<file path="config.mk">
export PLATFORM = sky130hd
export DESIGN_NAME = windowed_average_and_slope
export DESIGN_NICKNAME = d
export VERILOG_FILES = /design/src/rtl/was_pkg.sv /design/src/rtl/windowed_average_and_slope.sv /design/src/rtl/was_divider.sv
export SDC_FILE = /design/constraint.sdc
export NUM_CORES = 2
export LEC_CHECK = 0
export BUFFER_PORTS_ARGS = -buffer_cell sky130_fd_sc_hd__buf_2
export CORE_MARGIN = 2
export CORE_UTILIZATION = 47
export DETAILED_ROUTE_END_ITERATION = 10
export GPL_TIMING_DRIVEN = 0
export HOLD_SLACK_MARGIN = 0.12
export PLACE_DENSITY = 0.65
export SLEW_MARGIN = 20
export SYNTH_ARGS = -nofsm -noshare
export SYNTH_HDL_FRONTEND = slang
export SYNTH_SLANG_ARGS = --single-unit
</file>
<file path="constraint.sdc">
create_clock -name clk -period 7.9 [get_ports clk]
set_input_delay 0.79 -clock clk [delete_from_list [all_inputs] [get_ports clk]]
set_output_delay 0.79 -clock clk [all_outputs]
set_load 0.1 [all_outputs]
</file>
<file path="src/rtl/was_pkg.sv">
`timescale 1ns / 1ps
`default_nettype none
// ----------------------------------------------------------------------------
// was_pkg
// shared constants and types for the windowed average and slope block
// ----------------------------------------------------------------------------
package was_pkg;
	localparam int DEFAULT_DEPTH = 8;
	localparam int MS_PER_S = 1000;
	localparam int DIV_W = 64;
	localparam logic signed [31:0] Q_MAX = 32'sh7FFFFFFF;
	localparam logic signed [31:0] Q_MIN = 32'sh80000000;

	typedef struct packed {
		logic        start;
		logic        neg;
		logic [63:0] num;
		logic [31:0] den;
	} div_req_t;

	typedef struct packed {
		logic        busy;
		logic        done;
		logic [63:0] quot;
	} div_rsp_t;
endpackage
`default_nettype wire

</file>
<file path="src/rtl/windowed_average_and_slope.sv">
`timescale 1ns / 1ps
`default_nettype none
// ----------------------------------------------------------------------------
// windowed_average_and_slope
// ring of the last DEPTH samples with gaps; reports mean value and mean slope
// ----------------------------------------------------------------------------
// channel  direction  signals
// in       sink       in_valid, in_stall, sample_value, time_ms, restart
// out      source     out_valid, out_stall, average_value .. sample_count
//
// one beat in, one beat out; no new beat is taken until the result leaves
// each beat runs, from accept to the next accept, a read and an accumulate per
// stored sample, a divide per slope (count-1 slopes) and one per mean, then the
// output state and the idle state; a zero gap skips its divide and a single
// sample skips the slope mean
// reset clears write slot, count, previous time and handshake state
// a stalled result holds until taken; in_stall stays high meanwhile
// ----------------------------------------------------------------------------
module windowed_average_and_slope #(
	parameter int DEPTH = was_pkg::DEFAULT_DEPTH
) (
	input  wire logic               clk,
	input  wire logic               arst_n,
	input  wire logic               in_valid,
	output logic                    in_stall,
	input  wire logic signed [31:0] sample_value,
	input  wire logic [31:0]        time_ms,
	input  wire logic               restart,
	output logic                    out_valid,
	input  wire logic               out_stall,
	output logic signed [31:0]      average_value,
	output logic signed [31:0]      average_slope,
	output logic                    slope_valid,
	output logic                    slope_saturated,
	output logic [3:0]              sample_count
);
	import was_pkg::*;

	localparam int SW = (DEPTH > 1) ? $clog2(DEPTH) : 1;
	localparam int CW = $clog2(DEPTH + 1);

	typedef enum logic [6:0] {
		ST_IDLE  = 7'b0000001,
		ST_READ  = 7'b0000010,
		ST_ACC   = 7'b0000100,
		ST_SDIV  = 7'b0001000,
		ST_MEANV = 7'b0010000,
		ST_MEANS = 7'b0100000,
		ST_OUT   = 7'b1000000
	} state_t;

	state_t state_q;

	logic [31:0] sample_mem [DEPTH];
	logic [31:0] gap_mem [DEPTH];

	logic [SW-1:0] wslot_q;
	logic [CW-1:0] count_q;
	logic [31:0]   prev_time_q;
	logic [CW-1:0] idx_q;       // position from oldest
	logic [SW-1:0] rd_slot_q;
	logic signed [31:0] rd_val_q;
	logic signed [31:0] prev_val_q;
	logic [31:0]   rd_gap_q;
	logic signed [63:0] sum_q;
	logic signed [63:0] slope_sum_q;
	logic          sat_q;
	logic          div_wait_q;
	logic signed [63:0] dv_q;

	div_req_t dreq;
	div_rsp_t drsp;

	was_divider u_div (.clk(clk), .arst_n(arst_n), .req(dreq), .rsp(drsp));

	// next slot after s, wrapping at DEPTH
	function automatic logic [SW-1:0] nxt(input logic [SW-1:0] s);
		if ({1'b0, s} == (SW+1)'(DEPTH - 1)) return '0;
		return s + SW'(1);
	endfunction

	logic accept;
	assign accept   = in_valid && !in_stall;
	assign in_stall = (state_q != ST_IDLE);
	assign out_valid = (state_q == ST_OUT);

	logic [CW-1:0] new_count;
	logic [SW-1:0] base_slot;
	logic [SW-1:0] oldest;
	logic [SW:0]   osum;
	always_comb begin
		base_slot = restart ? '0 : wslot_q;
		new_count = restart ? CW'(1) :
			((count_q == CW'(DEPTH)) ? count_q : count_q + CW'(1));
		// oldest = slot after write - count, modulo DEPTH
		osum = {1'b0, nxt(base_slot)} + (SW+1)'(DEPTH) - (SW+1)'(new_count);
		oldest = (osum >= (SW+1)'(DEPTH)) ? SW'(osum - (SW+1)'(DEPTH)) : SW'(osum);
	end

	// slope numerator dv*1000 as 1024 - 16 - 8
	logic signed [63:0] dv_k;
	assign dv_k = (dv_q <<< 10) - (dv_q <<< 4) - (dv_q <<< 3);

	logic signed [63:0] q_s;
	assign q_s = signed'(drsp.quot);

	always_comb begin
		dreq = '0;
		if (state_q == ST_SDIV && !div_wait_q && rd_gap_q != 32'd0) begin
			dreq.start = 1'b1;
			dreq.neg   = dv_k[63];
			dreq.num   = dv_k[63] ? 64'(-dv_k) : dv_k;
			dreq.den   = rd_gap_q;
		end else if (state_q == ST_MEANV && !div_wait_q) begin
			dreq.start = 1'b1;
			dreq.neg   = sum_q[63];
			dreq.num   = sum_q[63] ? 64'(-sum_q) : sum_q;
			dreq.den   = 32'(count_q);
		end else if (state_q == ST_MEANS && !div_wait_q) begin
			dreq.start = 1'b1;
			dreq.neg   = slope_sum_q[63];
			dreq.num   = slope_sum_q[63] ? 64'(-slope_sum_q) : slope_sum_q;
			dreq.den   = 32'(count_q - CW'(1));
		end
	end

	always_ff @(posedge clk) begin
		if (accept) begin
			sample_mem[base_slot] <= sample_value;
			gap_mem[base_slot] <= (restart || count_q == '0) ? 32'd0
				: time_ms - prev_time_q;
		end
		rd_val_q <= signed'(sample_mem[rd_slot_q]);
		rd_gap_q <= gap_mem[rd_slot_q];
	end

	always_ff @(posedge clk or negedge arst_n) begin
		if (!arst_n) begin
			state_q       <= ST_IDLE;
			wslot_q       <= '0;
			count_q       <= '0;
			prev_time_q   <= '0;
			div_wait_q    <= 1'b0;
			idx_q         <= '0;
			rd_slot_q     <= '0;
			sum_q         <= '0;
			slope_sum_q   <= '0;
			sat_q         <= 1'b0;
			prev_val_q    <= '0;
			dv_q          <= '0;
			average_value <= '0;
			average_slope <= '0;
		end else begin
			case (state_q)
				ST_IDLE: begin
					if (accept) begin
						wslot_q     <= nxt(base_slot);
						count_q     <= new_count;
						prev_time_q <= time_ms;
						rd_slot_q   <= oldest;
						idx_q       <= '0;
						sum_q       <= '0;
						slope_sum_q <= '0;
						sat_q       <= 1'b0;
						state_q     <= ST_READ;
					end
				end
				ST_READ: state_q <= ST_ACC; // ring read data lands
				ST_ACC: begin
					sum_q <= sum_q + 64'(rd_val_q);
					prev_val_q <= rd_val_q;
					dv_q <= 64'(rd_val_q) - 64'(prev_val_q);
					rd_slot_q <= nxt(rd_slot_q);
					idx_q <= idx_q + CW'(1);
					if (idx_q != '0) state_q <= ST_SDIV;
					else if (count_q == CW'(1)) state_q <= ST_MEANV;
					else state_q <= ST_READ;
				end
				ST_SDIV: begin
					// rd_gap_q only holds this pair's gap on entry, before it reloads from the next slot
					if (div_wait_q) begin
						if (drsp.done) begin
							div_wait_q <= 1'b0;
							if (q_s > 64'(Q_MAX)) begin
								sat_q <= 1'b1;
								slope_sum_q <= slope_sum_q + 64'(Q_MAX);
							end else if (q_s < 64'(Q_MIN)) begin
								sat_q <= 1'b1;
								slope_sum_q <= slope_sum_q + 64'(Q_MIN);
							end else begin
								slope_sum_q <= slope_sum_q + q_s;
							end
							state_q <= (idx_q == count_q) ? ST_MEANV : ST_READ;
						end
					end else if (rd_gap_q == 32'd0) begin
						sat_q <= 1'b1;
						slope_sum_q <= slope_sum_q + (dv_q > 0 ? 64'(Q_MAX)
							: (dv_q < 0 ? 64'(Q_MIN) : 64'sd0));
						state_q <= (idx_q == count_q) ? ST_MEANV : ST_READ;
					end else begin
						div_wait_q <= 1'b1;
					end
				end
				ST_MEANV: begin
					if (!div_wait_q) div_wait_q <= 1'b1;
					else if (drsp.done) begin
						div_wait_q <= 1'b0;
						average_value <= q_s[31:0];
						if (count_q >= CW'(2)) state_q <= ST_MEANS;
						else begin
							average_slope <= '0;
							state_q <= ST_OUT;
						end
					end
				end
				ST_MEANS: begin
					if (!div_wait_q) div_wait_q <= 1'b1;
					else if (drsp.done) begin
						div_wait_q <= 1'b0;
						average_slope <= q_s[31:0];
						state_q <= ST_OUT;
					end
				end
				ST_OUT: if (!out_stall) state_q <= ST_IDLE;
				default: state_q <= ST_IDLE;
			endcase
		end
	end

	assign slope_valid     = (count_q >= CW'(2));
	assign slope_saturated = slope_valid && sat_q;
	assign sample_count    = 4'(count_q);
endmodule
`default_nettype wire

</file>
<file path="src/rtl/was_divider.sv">
`timescale 1ns / 1ps
`default_nettype none
// ----------------------------------------------------------------------------
// was_divider
// shared restoring divider, one quotient bit per cycle, sign applied at end
// ----------------------------------------------------------------------------
module was_divider (
	input  wire logic              clk,
	input  wire logic              arst_n,
	input  wire was_pkg::div_req_t req,
	output was_pkg::div_rsp_t      rsp
);
	import was_pkg::*;

	logic [63:0] quot_q;
	logic [32:0] rem_q;
	logic [6:0]  cnt_q;
	logic        busy_q;
	logic        done_q;
	logic        neg_q;
	logic [31:0] den_q;
	logic [32:0] trial;
	logic [32:0] shifted;

	assign shifted = {rem_q[31:0], quot_q[63]};
	assign trial   = shifted - {1'b0, den_q};

	always_ff @(posedge clk or negedge arst_n) begin
		if (!arst_n) begin
			busy_q <= 1'b0;
			done_q <= 1'b0;
			cnt_q  <= '0;
		end else begin
			done_q <= 1'b0;
			if (req.start) begin
				busy_q <= 1'b1;
				cnt_q  <= 7'd0;
			end else if (busy_q) begin
				cnt_q <= cnt_q + 7'd1;
				if (cnt_q == 7'(DIV_W - 1)) begin
					busy_q <= 1'b0;
					done_q <= 1'b1;
				end
			end
		end
	end

	always_ff @(posedge clk) begin
		if (req.start) begin
			quot_q <= req.num;
			rem_q  <= '0;
			den_q  <= req.den;
			neg_q  <= req.neg;
		end else if (busy_q) begin
			if (!trial[32]) begin
				rem_q  <= trial;
				quot_q <= {quot_q[62:0], 1'b1};
			end else begin
				rem_q  <= shifted;
				quot_q <= {quot_q[62:0], 1'b0};
			end
		end
	end

	assign rsp.busy = busy_q;
	assign rsp.done = done_q;
	assign rsp.quot = neg_q ? (~quot_q + 64'd1) : quot_q;
endmodule
`default_nettype wire

</file>
Word-level counts from Yosys, hierarchy flattened
Memory sizes are Yosys's and may differ from the RTL's. A register that Yosys moved wholly into a read port is not among the register bits.
Cells that the tools add are included.
{"block": "classes", "mux": 82, "eq_ne": 24, "add_sub_neg": 23, "bitwise_logic": 1, "magnitude_cmp": 6, "n_reduce_logical": 26}
{"cell": "$mux W64", "count": 14}
{"cell": "$mux W98", "count": 3}
{"cell": "$pmux W64 S2", "count": 2}
{"cell": "$mux W32", "count": 7}
{"cell": "$neg A64 Y64", "count": 3}
{"cell": "$add A64 B32 Y64 const B", "count": 2}
{"cell": "$add A64 B64 Y64", "count": 2}
{"cell": "$sub A64 B64 Y64", "count": 2}
{"cell": "$mux W7", "count": 12}
{"cell": "$add A64 B1 Y64 const B", "count": 1}
{"cell": "$add A64 B32 Y64", "count": 1}
{"cell": "$gt A64 B1 Y1 const B", "count": 1}
{"cell": "$gt A64 B32 Y1 const B", "count": 1}
{"cell": "$lt A64 B1 Y1 const B", "count": 1}
{"cell": "$lt A64 B32 Y1 const B", "count": 1}
{"cell": "$not A64 Y64", "count": 1}
{"cell": "$pmux W32 S2", "count": 1}
{"cell": "$pmux W7 S7", "count": 1}
{"cell": "$sub A32 B32 Y33", "count": 1}
{"cell": "$sub A33 B32 Y33", "count": 1}
{"cell": "$logic_not A32 Y1", "count": 1}
{"cell": "$reduce_bool A32 Y1", "count": 1}
{"cell": "$sub A32 B32 Y32", "count": 1}
{"cell": "$mux W1", "count": 24}
{"cell": "other kinds (44)", "count": 77}
{"block": "totals", "ff_bits": 481, "inputBits": 69, "word_cells": 185, "n_memories": 2, "output_inout_bits": 72, "mem_bits_rw": 512}
{"memory": "gap_mem", "depth": 8, "word_bits": 32, "rd": 1, "rd_ports_with_merged_regs": 1, "wr": 1, "line": "windowed_average_and_slope.sv:55", "source": "logic [31:0] gap_mem [DEPTH];"}
{"memory": "sample_mem", "depth": 8, "word_bits": 32, "rd": 1, "rd_ports_with_merged_regs": 1, "wr": 1, "line": "windowed_average_and_slope.sv:54", "source": "logic [31:0] sample_mem [DEPTH];"}

Logic depth before layout (Yosys ltp)
{"block": "depth", "depth_word": 10, "depth_mapped": 22, "depth_no_buf": 21}

Cells and area by module
Synthesis repeated with hierarchy kept, for this count alone.
{"block": "hier_totals", "cells_unflattened": 6471, "hier_area_um2": 65870.7}
{"mod": "windowed_average_and_slope", "area_each_um2": 57236.1, "cells_each": 5641, "instances": 1}
{"mod": "was_divider", "area_each_um2": 8634.5, "cells_each": 830, "instances": 1}

Worst setup path after synthesis
OpenSTA, ideal clock, no wires.
{"block": "synth_timing", "path_type": "register -> register", "start": "register state_q[1]", "end": "memory gap_mem[3][0] (enable)", "t_arrival_ns": 7.839, "path_stages_with_launch": 9, "t_required_ns": 7.256, "n_path_buf": 3, "setup_slack_ns": -0.583, "path_cell_list": "dfrtp_1 nor4_1 nor2b_1 and3b_1 clkbuf_1 nand2_1 clkbuf_1 clkbuf_1 nor4_1"}
{"block": "synth_between", "elab_chain_len": 5}
{"element": "start: declaration", "line": "windowed_average_and_slope.sv:52", "source": "state_t state_q;"}
{"element": "start signal: assignment", "line": "windowed_average_and_slope.sv:193", "source": "state_q <= (idx_q == count_q) ? ST_MEANV : ST_READ;"}
{"element": "start signal: assignment", "line": "windowed_average_and_slope.sv:199", "source": "state_q <= (idx_q == count_q) ? ST_MEANV : ST_READ;"}
{"element": "$ne A7 B1 Y1", "line": "windowed_average_and_slope.sv:84", "source": "assign in_stall = (state_q != ST_IDLE);"}
{"element": "$logic_not A1 Y1", "line": "windowed_average_and_slope.sv:83", "source": "assign accept = in_valid && !in_stall;"}
{"element": "$logic_and A1 B1 Y1", "line": "windowed_average_and_slope.sv:83"}
{"element": "$mux W1", "line": "windowed_average_and_slope.sv:128", "source": "if (accept) begin"}
{"element": "$mux W1", "line": "windowed_average_and_slope.sv:130", "source": "gap_mem[base_slot] <= (restart || count_q == '0) ? 32'd0"}
{"element": "end: declaration", "line": "windowed_average_and_slope.sv:55"}
No other way between the ends.

==> metrics <==
total negative slack=0 ps; PwrDens=443.3 mW/mm^2; depth of the CTS H-tree=3; Crit Path Category=flop to flop; cell count of the worst hold path=3; cell chain of the critical path=clkbuf_1 -> clkbuf_2 -> clkbuf_1 -> clkbuf_2 -> buf_2 -> mux2i_2 -> inv_1 -> fa_1 -> a211oi_1 -> o211ai_1 -> a22oi_1 -> o31ai_2 -> a21oi_1 -> o32a_1 -> o21ai_0 -> a41o_1 -> or4_1 -> a21oi_1 -> a2111oi_0 -> or3_1; capture instance of the worst register-to-register path=slope_sum_q[62]$_DFFE_PN0P_; run status=complete, no violations; leading cell type in the layout, fill and taps excluded=edfxtp_1; remaining routing DRC violations=0; Final Hold Violating Endpoints=0; row cnt=137; average wire length per cell after detail routing=24.38 um; Synth Cell Area=0.06635 sq mm; FF-to-FF setup slack=290 ps; biggest cell delay along the critical path=530 ps; class of the tightest hold or removal check=input pin to flop; Final setup violation count=0; number of buffers on the longest clock path=3; category of the worst setup path launch point=flop; clock skew=53.70 ps; antenna violations before repair=9; fraction of synthesis flops using an asynchronous set or reset pin=31.29%; ratio of final minimum period to clock period=96.39%; Power, Total=32.86 mW; required time at the endpoint of the critical path=8550 ps; syn_nets=7113; CP arrival=8270 ps; Seq/Total Area, Yosys=42.56%; leakage component of the power=29.87 nW; final weighted congestion in routability-driven placement=1.009; die boundary width=379.7 um; Max-cap violations=0; Die Y=379.7 um; Max Fanout on Critical Path=10; total non-filler cell area in the finished layout=0.07413 sq mm; Root Driver=clkbuf_16; Worst IR Drop VDD=0.3101 mV; core region area=0.1399 sq mm; effective utilization at floorplan=47.44%; Avg Vias per Cell=6.236; GRT Residual Overflow=0; Synth Warn #=0; total setup buffers inserted after CTS=0; detailed router's first-iteration violation count=5934; post-synthesis to final-layout area growth=11.71%; worst reg-to-reg path cell count=20; syn_area_per_cell=9.980 sq um; total buffers and inverters traversed by the critical path=6; gr usage total=29.34%; TritonCTS clock tree=built; fraction of layout cells with a size suffix above 1=10.28%; hold path startpoint=time_ms[2]; dominant synthesized flop cell=edfxtp_1; Routed Antenna Nets=0; post-layout net count=7431; r2r startpoint=u_div.neg_q$_DFFE_PN_; Worst-Skew Late Latency=770 ps; worst slew slack as a fraction of its limit=16.09%; number of enable flip-flop cells after synthesis=609; global-route wire length before repair=328.4 mm; cell with the largest stage delay on the worst path=a22oi_1; synthesized flop and latch total=1026; worst hold endpoint=prev_time_q[2]$_DFFE_PN0P_; unrepaired setup endpoints after global routing=no; count of distinct cell types in the synthesized netlist=102; number of cells produced by synthesis=6649; Worst Setup End Kind=flop; count of TritonRoute iterations in the first routing pass=6; maximum number of pins on one net before global-route repair=81; vias after detailed routing=55760; HPWL Detailed=166.6 mm; IO Pins=141; Die Footprint=0.1442 sq mm; slew at the pin closest to its max-slew limit=1249 ps; achievable frequency=0.1313 GHz; post-layout minimum cycle time=7614 ps; clock-pin slew reported for the worst setup and hold paths after clock tree synthesis=60 ps; clock sinks=1026; wire length after detailed routing=218.0 mm; commonest cells after routing, fill and taps aside=edfxtp_1 (609), o21ai_0 (575), nand2_1 (571); number of global-route vias before repair=53540; max-slew violations=0; count of input and output buffers=140; number of buffers created by CTS=109; Placement Cell Area=0.07031 sq mm; gate family responsible for the most delay along the worst path=compound AO/OA/AOI/OAI gates
[layout make-up]
class / count / area (sq um)
tap: 1876 / 2347
multi-input combinational: 4968 / 35740
clock inverter: 68 / 797.0
sequential: 1026 / 28250
buffer: 353 / 1379
fill: 12600 / 65750
clock buffer: 140 / 2947
antenna: 2 / 5.005
timing repair buffer: 207 / 1531
inverter: 302 / 1134
[tightest hold or removal path: stages]
cell     delay (ps)
buf_2            90
nand2_1          40
o21ai_0          60
[stage by stage]
step	cells	utilization (%)	setup slack, ps	hold slack (ps)
detailed placement	8730	50.26	-504.4	465.9
CTS	8939	52.95	66.50	197.3
global placement	8665	49.62	-4777	460.4
global route	8941	52.99	16.67	251.3
floorplan	6649	-	1053	446.6
finish	8942	52.99	285.5	240.1
[cell usage after synthesis (all sizes together) (15+ instances only)]
library cell  number  area share (%)
edfxtp           609              28
o21ai            594             4.5
nand2            572             3.2
a21oi            442             3.3
ha               362             6.8
nor2             339             1.9
dfrtp            320              12
inv              301             1.7
clkbuf           296             1.7
xor2             292             3.9
xnor2            247             3.3
a21o             205             2.3
nand3            194             1.5
mux4             128             4.3
nor3             127            0.96
nand4             97            0.95
dfxtp             96             2.9
o31ai             86             1.0
nor4              75            0.83
mux2              73             1.2
nand2b            69            0.65
or3               66            0.63
and3              59            0.56
buf               57            0.39
a211oi            55            0.62
o22ai             53            0.50
o211ai            52            0.59
o221ai            52            0.69
o21a              49            0.55
o21bai            48            0.54
a22oi             47            0.53
nor2b             47            0.44
or4               43            0.49
or2               42            0.40
a31oi             37            0.35
o41ai             36            0.53
fa                33             1.0
and2              28            0.26
and4              22            0.29
a221oi            21            0.30
mux2i             19            0.29
a21boi            16            0.18
a221o             16            0.24
o31a              16            0.21
a41oi             15            0.20
[registers in the layout, indices dropped and copies added, names as in the netlist, 7 cells and up]
register	count
gap_mem	256
sample_mem	256
slope_sum_q	64
sum_q	64
u_div.quot_q	64
dv_q	33
average_slope	32
average_value	32
prev_time_q	32
prev_val_q	32
rd_gap_q	32
rd_val_q	32
u_div.den_q	32
u_div.rem_q	32
state_q	7
u_div.cnt_q	7
[layer usage]
metal / vias to the layer above / share of wire (%) / track usage, %
met5: - / 0.037 / 0
li1: 25580 / - / -
met4: 14 / 4.7 / 12.99
met1: 27300 / 42 / 39.46
met3: 481 / 7.2 / 4.166
met2: 2388 / 46 / 47.23
[report_power, final]
group / internal, mW / leakage (nW) / switching [mW] / total [mW]
clock network: 3.06 / 1.81 / 2.32 / 5.37
logic: 7.34 / 17.3 / 12.1 / 19.4
registers: 6.96 / 10.7 / 1.12 / 8.08
[what timing repair did]
action                     CTS  global route
setup endpoints to repair    4             2
pin swaps                    0             0
resized for setup            3             6
hold buffers                 1             0
hold endpoints to repair    22             0
[cells by family (layout without fill, tap and decap cells)]
logic type | count (synthesis) | count (layout) | synth area share (%)
compound gates | 1970 | 1970 | 18.96
xor+xnor | 539 | 539 | 7.114
fa+ha+maj | 395 | 395 | 7.822
buf+inv | 655 | 1070 | 3.773
flops | 1026 | 1026 | 42.56
mux | 220 | 220 | 5.870
other cells | 0 | 2 | 0
simple gates | 1844 | 1844 | 13.90
[worst max-delay path by stage]
stage	from	endpoint	slack, ps	cells after the start
after floorplan	state_q[1]$_DFFE_PN0P_	gap_mem[2][0]$_DFFE_PP_	1050	9
after global placement	state_q[1]$_DFFE_PN0P_	sample_mem[4][18]$_DFFE_PP_	-4780	9
after detailed placement	u_div.neg_q$_DFFE_PN_	slope_sum_q[62]$_DFFE_PN0P_	-500	20
after CTS	u_div.neg_q$_DFFE_PN_	slope_sum_q[62]$_DFFE_PN0P_	70	20
after global routing	dv_q[2]$_DFFE_PN0P_	slope_sum_q[62]$_DFFE_PN0P_	20	20
final	u_div.neg_q$_DFFE_PN_	slope_sum_q[62]$_DFFE_PN0P_	290	20
Note: power is estimated with default switching activity, not from simulation.
